### src/rtl/tsg_pkg.sv
// ----------------------------------------------------------------------------
// tsg_pkg
// Shared constants, codes and types of the touch strip gesture recogniser.
// ----------------------------------------------------------------------------
`timescale 1ns / 1ps
`default_nettype none

package tsg_pkg;

  localparam int ELECTRODES_DEF = 9;
  localparam int HOLD_DEPTH_DEF = 100;
  localparam int WINDOW_DEF     = 10;

  localparam int MASK_W = 9;
  localparam int GEST_W = 2;

  localparam logic [GEST_W-1:0] GEST_NONE = 2'd0;
  localparam logic [GEST_W-1:0] GEST_UP   = 2'd1;
  localparam logic [GEST_W-1:0] GEST_DOWN = 2'd2;
  localparam logic [GEST_W-1:0] GEST_TAP  = 2'd3;

  typedef enum logic [2:0] {
    ST_IDLE,
    ST_HOLD,
    ST_WALK,
    ST_DRAIN,
    ST_MUL,
    ST_DEC,
    ST_FIN
  } tsg_state_t;

  typedef struct packed {
    logic sample;
    logic walk;
    logic mul;
    logic dec;
  } tsg_ctrl_t;

endpackage

`default_nettype wire

### src/rtl/touch_strip_gesture_recognizer.sv
// ----------------------------------------------------------------------------
// touch_strip_gesture_recognizer
// Turns a stream of electrode touch masks into slide, tap and hold gestures.
// ----------------------------------------------------------------------------
// One result beat leaves for every mask beat taken. When hold is clear, the
// time from one acceptance to the next is set by the walk over the centroid
// and gesture rings, whose RAMs give one entry each per cycle; a mask seen
// with hold set skips the walk. The next mask is accepted while a result
// waits in the output register; the block stalls only if a second result is
// ready before the first is taken. Mask bits at and above ELECTRODES are
// ignored.
`timescale 1ns / 1ps
`default_nettype none

module touch_strip_gesture_recognizer #(
  parameter int ELECTRODES = tsg_pkg::ELECTRODES_DEF,
  parameter int HOLD_DEPTH = tsg_pkg::HOLD_DEPTH_DEF,
  parameter int WINDOW     = tsg_pkg::WINDOW_DEF
) (
  input  wire logic                        clk,
  input  wire logic                        rst_n,
  input  wire logic                        in_valid,
  output logic                             in_ready,
  input  wire logic [tsg_pkg::MASK_W-1:0]  in_touch_mask,
  output logic                             out_valid,
  input  wire logic                        out_ready,
  output logic [tsg_pkg::GEST_W-1:0]       out_gesture,
  output logic                             out_hold_active
);

  tsg_pkg::tsg_state_t state_r, state_nxt;
  tsg_pkg::tsg_ctrl_t  ctrl;

  logic [ELECTRODES-1:0]       mask_e;
  logic                        hold;
  logic                        walk_last;
  logic [tsg_pkg::GEST_W-1:0]  gest;
  logic                        slot_free;
  logic                        load;
  logic                        out_valid_r;
  logic [tsg_pkg::GEST_W-1:0]  out_gesture_r;
  logic                        out_hold_r;

  for (genvar e = 0; e < ELECTRODES; e++) begin : g_mask
    if (e < tsg_pkg::MASK_W) begin : g_in
      assign mask_e[e] = in_touch_mask[e];
    end else begin : g_zero
      assign mask_e[e] = 1'b0;
    end
  end

  tsg_hold #(.ELECTRODES(ELECTRODES), .HOLD_DEPTH(HOLD_DEPTH)) u_hold (
    .clk    (clk),
    .rst_n  (rst_n),
    .sample (ctrl.sample),
    .mask   (mask_e),
    .hold   (hold)
  );

  tsg_window #(.ELECTRODES(ELECTRODES), .WINDOW(WINDOW)) u_window (
    .clk       (clk),
    .rst_n     (rst_n),
    .ctrl      (ctrl),
    .mask      (mask_e),
    .walk_last (walk_last),
    .gest      (gest)
  );

  assign slot_free = !out_valid_r || out_ready;

  always_comb begin
    state_nxt = state_r;
    case (state_r)
      tsg_pkg::ST_IDLE:  if (in_valid) state_nxt = tsg_pkg::ST_HOLD;
      tsg_pkg::ST_HOLD:  state_nxt = hold ? tsg_pkg::ST_FIN : tsg_pkg::ST_WALK;
      tsg_pkg::ST_WALK:  if (walk_last) state_nxt = tsg_pkg::ST_DRAIN;
      tsg_pkg::ST_DRAIN: state_nxt = tsg_pkg::ST_MUL;
      tsg_pkg::ST_MUL:   state_nxt = tsg_pkg::ST_DEC;
      tsg_pkg::ST_DEC:   state_nxt = tsg_pkg::ST_FIN;
      tsg_pkg::ST_FIN:   if (slot_free) state_nxt = tsg_pkg::ST_IDLE;
      default:           state_nxt = tsg_pkg::ST_IDLE;
    endcase
  end

  always_comb begin
    in_ready    = 1'b0;
    ctrl        = '0;
    load        = 1'b0;
    case (state_r)
      tsg_pkg::ST_IDLE: begin
        in_ready    = 1'b1;
        ctrl.sample = in_valid;
      end
      tsg_pkg::ST_WALK: ctrl.walk = 1'b1;
      tsg_pkg::ST_MUL:  ctrl.mul  = 1'b1;
      tsg_pkg::ST_DEC:  ctrl.dec  = 1'b1;
      tsg_pkg::ST_FIN:  load      = slot_free;
      default: ;
    endcase
  end

  always_ff @(posedge clk) begin
    if (!rst_n) begin
      state_r     <= tsg_pkg::ST_IDLE;
      out_valid_r <= 1'b0;
    end else begin
      state_r <= state_nxt;
      if (load) begin
        out_valid_r <= 1'b1;
      end else if (out_ready) begin
        out_valid_r <= 1'b0;
      end
    end
  end

  always_ff @(posedge clk) begin
    if (load) begin
      out_gesture_r <= hold ? tsg_pkg::GEST_NONE : gest;
      out_hold_r    <= hold;
    end
  end

  assign out_valid       = out_valid_r;
  assign out_gesture     = out_gesture_r;
  assign out_hold_active = out_hold_r;

endmodule

`default_nettype wire

### src/rtl/tsg_ram.sv
// ----------------------------------------------------------------------------
// tsg_ram
// Generic single-clock RAM: one write port, one read port, registered read.
// ----------------------------------------------------------------------------
`timescale 1ns / 1ps
`default_nettype none

module tsg_ram #(
  parameter int WIDTH = 8,
  parameter int DEPTH = 16,
  localparam int AW   = (DEPTH > 1) ? $clog2(DEPTH) : 1
) (
  input  wire logic             clk,
  input  wire logic             we,
  input  wire logic [AW-1:0]    waddr,
  input  wire logic [WIDTH-1:0] wdata,
  input  wire logic [AW-1:0]    raddr,
  output logic      [WIDTH-1:0] rdata
);

  logic [WIDTH-1:0] mem_r [DEPTH];

  always_ff @(posedge clk) begin
    if (we) begin
      mem_r[waddr] <= wdata;
    end
    rdata <= mem_r[raddr];
  end

endmodule

`default_nettype wire

### src/rtl/tsg_hold.sv
// ----------------------------------------------------------------------------
// tsg_hold
// Per-electrode touch run lengths and the hold flag, sampled every second tick.
// ----------------------------------------------------------------------------
`timescale 1ns / 1ps
`default_nettype none

module tsg_hold #(
  parameter int ELECTRODES = tsg_pkg::ELECTRODES_DEF,
  parameter int HOLD_DEPTH = tsg_pkg::HOLD_DEPTH_DEF
) (
  input  wire logic                  clk,
  input  wire logic                  rst_n,
  input  wire logic                  sample,
  input  wire logic [ELECTRODES-1:0] mask,
  output logic                       hold
);

  localparam int RL_W = $clog2(HOLD_DEPTH + 1);
  localparam logic [RL_W-1:0] HD_V = RL_W'(HOLD_DEPTH);

  logic [RL_W-1:0] run_r   [ELECTRODES];
  logic [RL_W-1:0] run_nxt [ELECTRODES];
  logic            phase_r;
  logic            hold_r;
  logic            any_nxt;

  always_comb begin
    any_nxt = 1'b0;
    for (int e = 0; e < ELECTRODES; e++) begin
      if (mask[e]) begin
        run_nxt[e] = (run_r[e] < HD_V) ? run_r[e] + RL_W'(1) : run_r[e];
      end else begin
        run_nxt[e] = '0;
      end
      if (run_nxt[e] >= HD_V) begin
        any_nxt = 1'b1;
      end
    end
  end

  always_ff @(posedge clk) begin
    if (!rst_n) begin
      phase_r <= 1'b1;
      hold_r  <= 1'b1;
      for (int e = 0; e < ELECTRODES; e++) begin
        run_r[e] <= '0;
      end
    end else if (sample) begin
      phase_r <= !phase_r;
      if (phase_r) begin
        hold_r <= any_nxt;
        for (int e = 0; e < ELECTRODES; e++) begin
          run_r[e] <= run_nxt[e];
        end
      end
    end
  end

  assign hold = hold_r;

endmodule

`default_nettype wire

### src/rtl/tsg_window.sv
// ----------------------------------------------------------------------------
// tsg_window
// Centroid and gesture rings in RAM: walk, compare, vote and write back.
// ----------------------------------------------------------------------------
`timescale 1ns / 1ps
`default_nettype none

module tsg_window #(
  parameter int ELECTRODES = tsg_pkg::ELECTRODES_DEF,
  parameter int WINDOW     = tsg_pkg::WINDOW_DEF
) (
  input  wire logic                        clk,
  input  wire logic                        rst_n,
  input  wire tsg_pkg::tsg_ctrl_t          ctrl,
  input  wire logic [ELECTRODES-1:0]       mask,
  output logic                             walk_last,
  output logic [tsg_pkg::GEST_W-1:0]       gest
);

  localparam int SUM_W = $clog2(ELECTRODES * (ELECTRODES - 1) / 2 + 1);
  localparam int CNT_W = $clog2(ELECTRODES + 1);
  localparam int CW    = SUM_W + CNT_W;
  localparam int PW    = SUM_W + CNT_W;
  localparam int AW    = $clog2(WINDOW);
  localparam int VC_W  = $clog2(WINDOW + 1);
  localparam int GW    = tsg_pkg::GEST_W;
  localparam logic [AW:0]   W_V  = (AW + 1)'(WINDOW);
  localparam logic [AW-1:0] LAST = AW'(WINDOW - 1);

  logic [AW-1:0]    cptr_r, hptr_r, idx_r;
  logic             cval_r [WINDOW];
  logic             hval_r [WINDOW];
  logic             rd_on_r, rd_first_r, rd_cv_r, rd_hv_r;
  logic [SUM_W-1:0] nsum_r, osum_r, nsum_nxt;
  logic [CNT_W-1:0] ncnt_r, ocnt_r, ncnt_nxt;
  logic             tap0_r, empty_r;
  logic [VC_W-1:0]  cnt0_r, cnt1_r, cnt2_r;
  logic [PW-1:0]    pa_r, pb_r;
  logic [GW-1:0]    gest_r;

  logic [AW:0]      csum, hsum;
  logic [AW-1:0]    raddr_c, raddr_h;
  logic [CW-1:0]    c_q;
  logic [GW-1:0]    h_q;
  logic [SUM_W-1:0] e_sum;
  logic [CNT_W-1:0] e_cnt;
  logic [GW-1:0]    e_h;

  logic             empty_all, is_tap;
  logic [GW-1:0]    dir, vote_g;
  logic [VC_W-1:0]  v0, v1, v2, best;
  logic [GW-1:0]    lead;

  // ring addresses: oldest entry first
  always_comb begin
    csum    = {1'b0, cptr_r} + {1'b0, idx_r};
    hsum    = {1'b0, hptr_r} + {1'b0, idx_r};
    raddr_c = (csum >= W_V) ? AW'(csum - W_V) : AW'(csum);
    raddr_h = (hsum >= W_V) ? AW'(hsum - W_V) : AW'(hsum);
  end

  assign walk_last = (idx_r == LAST);

  tsg_ram #(.WIDTH(CW), .DEPTH(WINDOW)) u_cent_ram (
    .clk   (clk),
    .we    (ctrl.dec),
    .waddr (cptr_r),
    .wdata ({nsum_r, ncnt_r}),
    .raddr (raddr_c),
    .rdata (c_q)
  );

  tsg_ram #(.WIDTH(GW), .DEPTH(WINDOW)) u_gest_ram (
    .clk   (clk),
    .we    (ctrl.dec && !is_tap),
    .waddr (hptr_r),
    .wdata (dir),
    .raddr (raddr_h),
    .rdata (h_q)
  );

  // never-written entries read as their reset value
  always_comb begin
    e_sum = rd_cv_r ? c_q[CW-1:CNT_W] : '0;
    e_cnt = rd_cv_r ? c_q[CNT_W-1:0] : CNT_W'(1);
    e_h   = rd_hv_r ? h_q : tsg_pkg::GEST_NONE;
  end

  always_comb begin
    nsum_nxt = '0;
    ncnt_nxt = '0;
    for (int e = 0; e < ELECTRODES; e++) begin
      if (mask[e]) begin
        nsum_nxt = nsum_nxt + SUM_W'(e);
        ncnt_nxt = ncnt_nxt + CNT_W'(1);
      end
    end
  end

  // decision and majority vote
  always_comb begin
    empty_all = empty_r || (ncnt_r == '0);
    if (empty_all) begin
      dir = tsg_pkg::GEST_NONE;
    end else if (pa_r > pb_r) begin
      dir = tsg_pkg::GEST_UP;
    end else if (pa_r < pb_r) begin
      dir = tsg_pkg::GEST_DOWN;
    end else begin
      dir = tsg_pkg::GEST_NONE;
    end
    is_tap = (dir == tsg_pkg::GEST_NONE) && tap0_r;
    v0 = cnt0_r + VC_W'(dir == tsg_pkg::GEST_NONE);
    v1 = cnt1_r + VC_W'(dir == tsg_pkg::GEST_UP);
    v2 = cnt2_r + VC_W'(dir == tsg_pkg::GEST_DOWN);
    if (v0 < v1) begin
      lead = tsg_pkg::GEST_UP;
      best = v1;
    end else begin
      lead = tsg_pkg::GEST_NONE;
      best = v0;
    end
    vote_g = (best < v2) ? tsg_pkg::GEST_DOWN : lead;
  end

  always_ff @(posedge clk) begin
    if (!rst_n) begin
      cptr_r  <= '0;
      hptr_r  <= '0;
      idx_r   <= '0;
      rd_on_r <= 1'b0;
      for (int i = 0; i < WINDOW; i++) begin
        cval_r[i] <= 1'b0;
        hval_r[i] <= 1'b0;
      end
    end else begin
      rd_on_r <= ctrl.walk;
      if (ctrl.sample) begin
        idx_r <= '0;
      end else if (ctrl.walk) begin
        idx_r <= (idx_r == LAST) ? '0 : idx_r + AW'(1);
      end
      if (ctrl.dec) begin
        cval_r[cptr_r] <= 1'b1;
        cptr_r         <= (cptr_r == LAST) ? '0 : cptr_r + AW'(1);
        if (!is_tap) begin
          hval_r[hptr_r] <= 1'b1;
          hptr_r         <= (hptr_r == LAST) ? '0 : hptr_r + AW'(1);
        end
      end
    end
  end

  always_ff @(posedge clk) begin
    rd_first_r <= (idx_r == '0);
    rd_cv_r    <= cval_r[raddr_c];
    rd_hv_r    <= hval_r[raddr_h];
    if (ctrl.sample) begin
      nsum_r  <= nsum_nxt;
      ncnt_r  <= ncnt_nxt;
      tap0_r  <= mask[0];
      empty_r <= 1'b0;
      cnt0_r  <= '0;
      cnt1_r  <= '0;
      cnt2_r  <= '0;
    end else if (rd_on_r) begin
      if (e_cnt == '0) begin
        empty_r <= 1'b1;
      end
      if (rd_first_r) begin
        osum_r <= e_sum;
        ocnt_r <= e_cnt;
      end else begin
        case (e_h)
          tsg_pkg::GEST_NONE: cnt0_r <= cnt0_r + VC_W'(1);
          tsg_pkg::GEST_UP:   cnt1_r <= cnt1_r + VC_W'(1);
          tsg_pkg::GEST_DOWN: cnt2_r <= cnt2_r + VC_W'(1);
          default: ;
        endcase
      end
    end
    if (ctrl.mul) begin
      pa_r <= PW'(nsum_r) * PW'(ocnt_r);
      pb_r <= PW'(osum_r) * PW'(ncnt_r);
    end
    if (ctrl.dec) begin
      gest_r <= is_tap ? tsg_pkg::GEST_TAP : vote_g;
    end
  end

  assign gest = gest_r;

endmodule

`default_nettype wire

### config.mk
export PLATFORM = sky130hd
export DESIGN_NAME = touch_strip_gesture_recognizer
export DESIGN_NICKNAME = d
export VERILOG_FILES = /design/src/rtl/tsg_pkg.sv /design/src/rtl/touch_strip_gesture_recognizer.sv /design/src/rtl/tsg_ram.sv /design/src/rtl/tsg_hold.sv /design/src/rtl/tsg_window.sv
export SDC_FILE = /design/constraint.sdc
export NUM_CORES = 1
export LEC_CHECK = 0
export BUFFER_PORTS_ARGS = -buffer_cell sky130_fd_sc_hd__buf_2
export CAP_MARGIN = 25
export CORE_MARGIN = 2
export CORE_UTILIZATION = 50
export CTS_CLUSTER_SIZE = 24
export DETAILED_ROUTE_END_ITERATION = 6
export GPL_TIMING_DRIVEN = 0
export PLACE_DENSITY_LB_ADDON = 0.2
export REMOVE_ABC_BUFFERS = 1
export SLEW_MARGIN = 20
export SYNTH_ARGS = -nofsm -noshare
export SYNTH_HDL_FRONTEND = slang
export SYNTH_SLANG_ARGS = --single-unit
### constraint.sdc
create_clock -name clk -period 5.5 [get_ports clk]
set_clock_uncertainty 0.1 [all_clocks]
set_input_delay 0.275 -clock clk [delete_from_list [all_inputs] [get_ports clk]]
set_output_delay 0.275 -clock clk [all_outputs]
set_load 0.005 [all_outputs]
==> out/metrics.cfg <==
[power_and_ir_drop]
p_clk_share_pct = 35.2
leakage_nw = 6.98
pwr-share-seq_pct = 46.0
p_switching_w = 0.00179
irDropWorstVdd_mv = 0.237
p_per_area_mw_per_mm2 = 354
swShare_pct = 27.4
power.total_w = 0.00651
p_int_w = 0.00473
power_frac_comb_pct = 18.9

[worst_setup_path]
path_max_fanout = 5
critPathCaptureType = flip-flop
cp.required_ns = 5.64
cp.arrival_ns = 5.17
startpoint = u_window.pa_r[7]
crit_chain = ha_1, a21o_1, a21o_1, a221o_1, a211oi_4, nor2_1, ha_1, xor2_1, ha_1, a21o_1, a21o_1, a21oi_1, nor2_1, a21oi_1, ha_1, a21o_1, a21oi_1, o21ai_0, a21o_1
critPathTopFamily = compound AO/OA/AOI/OAI gates
critPathLaunchType = flip-flop
cp_num_buf_inv = 0
r2r_start = u_window.pa_r[7]
worstSetupPathType = reg2reg
slowest_stage = a221o_1
cpMostUsedCell = a21o_1
cpPeakStageDelay_ns = 0.43

[placement]
finalWeightedCongestion = 0.814
port_buffers = 17
place_area_mm2 = 0.0172
dp.cells = 1892
hpwl_um = 22300
dp_worst_setup_slack_ns = 0.0734

[detailed_routing]
wl_per_cell_um = 16.2
routed_wl_um = 31700
drtPass1Iterations = 5
initialDrtViolationCount = 719
vias = 10900
drtAntennaViolNets = 0
viasPerCell = 5.58
drc_errors = 0

[cells_and_area]
layout_common_cells = edfxtp_1, nor2_1, nand2_1
fill_cells = 2787
area_delta_synth_final_pct = 10.7
fin_cells = 1960
drive_gt1_share_pct = 9.82
layout.nets = 1611
antenna_cells = 0
layout_commonest_cell = edfxtp_1
fin_area_mm2 = 0.0184

[sta]
layout_setup_ws_ns = 0.473
max_slew_margin_pct = 29.5
maxSlewViolCount = 0
worstMarginPinSlew_ns = 1.04
fmax_mhz = 199
hold_viol = 0
final.setup.tns_ns = 0
final.period_utilization_pct = 91.4
rsz0062_at_grt = no
post-route-min-period_ns = 5.03
setup_violations = 0

[min_path]
hp-class = in2reg
hold_start = out_ready

[job]
max_cap_violations = 0

[yosys]
avgSynthCellArea_um2 = 11.3
synth_top_area_share_pct = 43.9
netlist.top_cell.by_area = edfxtp_1
async_flop_share_pct = 0
synthFlopType = edfxtp_1
synth_cell_type_count = 79
yosysWarningCount = 0
ys_ff_latch = 308
synthTopCellsByArea = edfxtp_1, dfxtp_1, ha_1
syn_area_mm2 = 0.0166
postSynthCellCount = 1474
synth_edf_count = 243
yosysSeqAreaShare_pct = 51.7

[floorplan]
io_pins = 18
die_area_mm2 = 0.0347
die_x_um = 186
fp.dieH_um = 186
core-area_mm2 = 0.0326
initial_utilization_pct = 51.0
core.rowCount = 66

[grt]
grt_max_degree = 39
grt_pass1_vias = 10500
grt_pass1_wl_um = 52800
antenna_found_initial = 0
grt_overflow = 0
grt_use_total_pct = 18.3

[cts]
clk_pin_slew_worst_paths_ns = 0.06
clkLatencyLatePin_ns = 0.50
tritoncts = done
root_buffer = clkbuf_16
ctsLongestPathBuffers = 3
cts_made_buffers = 34
h-tree-depth = 2
cts-resized-gates = 0
clock_sinks = 308

[outcome]
status = finished clean

Yosys cell counts, drive strengths merged, types with 29 or more instances:
| cell | count |
|---|---|
| edfxtp | 243 |
| nor2 | 156 |
| nand2 | 121 |
| ha | 87 |
| dfxtp | 65 |
| inv | 65 |
| xnor2 | 58 |
| and2 | 46 |
| o21ai | 44 |
| a21oi | 42 |
| xor2 | 42 |
| clkbuf | 40 |
| mux2 | 35 |
| and3 | 32 |
| a211oi | 31 |
| nor3 | 31 |
| nand3 | 30 |
| mux2i | 29 |
area by class of cell:
cell class                 instances  area (um^2)  area share [%]
inverter                          66          248            1.35
clock inverter                    12          171           0.931
timing repair buffer              32          270            1.47
multi-input combinational       1051         7630            41.4
sequential                       308         8600            46.7
tap                              442          553            3.00
clock buffer                      49          948            5.15
worst min-delay path, delay by kind of cell:
| family | cells | cell delay (ns) |
|---|---|---|
| compound gates | 1 | 0.08 |
| buf+inv | 1 | 0.07 |
| simple gates | 1 | 0.15 |
cells by family after synthesis:
group	count (synthesis)	share of synthesized area (%)
compound gates	258	10.9
xor+xnor	102	5.58
fa+ha+maj	106	8.77
buf+inv	115	2.72
flops	308	51.7
mux	74	5.51
simple gates	511	14.8
power groups by stage:
stage | Clock (W) | Sequential (W) | Combinational [W]
2_1_floorplan | 0 | 0.00297 | 0.000940
3_3_place_gp | 0 | 0.00304 | 0.00118
3_5_place_dp | 0 | 0.00304 | 0.00122
4_1_cts | 0.00234 | 0.00300 | 0.00124
5_1_grt | 0.00245 | 0.00303 | 0.00141
6_report | 0.00229 | 0.00300 | 0.00123
final timing paths:
path,end,slack [ns],depth (start not counted)
worst min-delay path,out_valid,0.03,3
worst max register to register,u_window.gest[0],0.47,19
worst max-delay path,u_window.gest[0],0.47,19
worst min register to register,u_window.hval_r[2],0.37,2
timing repair:
action / 4_1_cts / 5_1_grt
endpoints found under the setup margin: 0 / 2
hold buffers: 1 / 1
setup buffers: 0 / 2
hold endpoints to repair: 1 / 1
metal layers:
| metal | wire [um] | up-vias | global-route usage [%] | part of all wire (%) |
|---|---|---|---|---|
| met2 | 15300 | 152 | 31.8 | 48 |
| met3 | 1020 | 40 | 2.56 | 3.2 |
| li1 | - | 5459 | - | - |
| met5 | 0 | - | 0 | 0 |
| met4 | 511 | 0 | 4.37 | 1.6 |
| met1 | 14800 | 5285 | 24.4 | 47 |
sequential cells by signal (all words and copies together), names as in the netlist, 2 cells and up:
| name | count |
|---|---|
| u_window.osum_r | 6 |
| u_window.idx_r | 4 |
| u_hold.run_r | 63 |
| state_r | 3 |
| u_window.gest | 2 |
| out_gesture | 2 |
| u_window.hval_r | 16 |
| u_window.pb_r | 10 |
| u_window.cval_r | 16 |
| u_window.cnt2_r | 4 |
| u_window.pa_r | 10 |
| u_window.u_gest_ram.mem_r | 20 |
| u_window.cnt1_r | 4 |
| u_window.u_cent_ram.mem_r | 100 |
| u_window.ocnt_r | 4 |
| u_window.cptr_r | 4 |
| u_window.u_cent_ram.rdata | 10 |
| u_window.ncnt_r | 4 |
| u_window.nsum_r | 6 |
| u_window.hptr_r | 4 |
| u_window.u_gest_ram.rdata | 2 |
| u_window.cnt0_r | 4 |
through the flow:
step | utilization [%] | hold slack [ns]
2_1_floorplan | - | 0.237
3_3_place_gp | 52.3 | 0.338
3_5_place_dp | 52.8 | 0.355
4_1_cts | 56.3 | 0.00106
5_1_grt | 56.5 | 0.0292
6_report | 56.5 | 0.0268
Note: power is estimated with default switching activity, not from simulation.
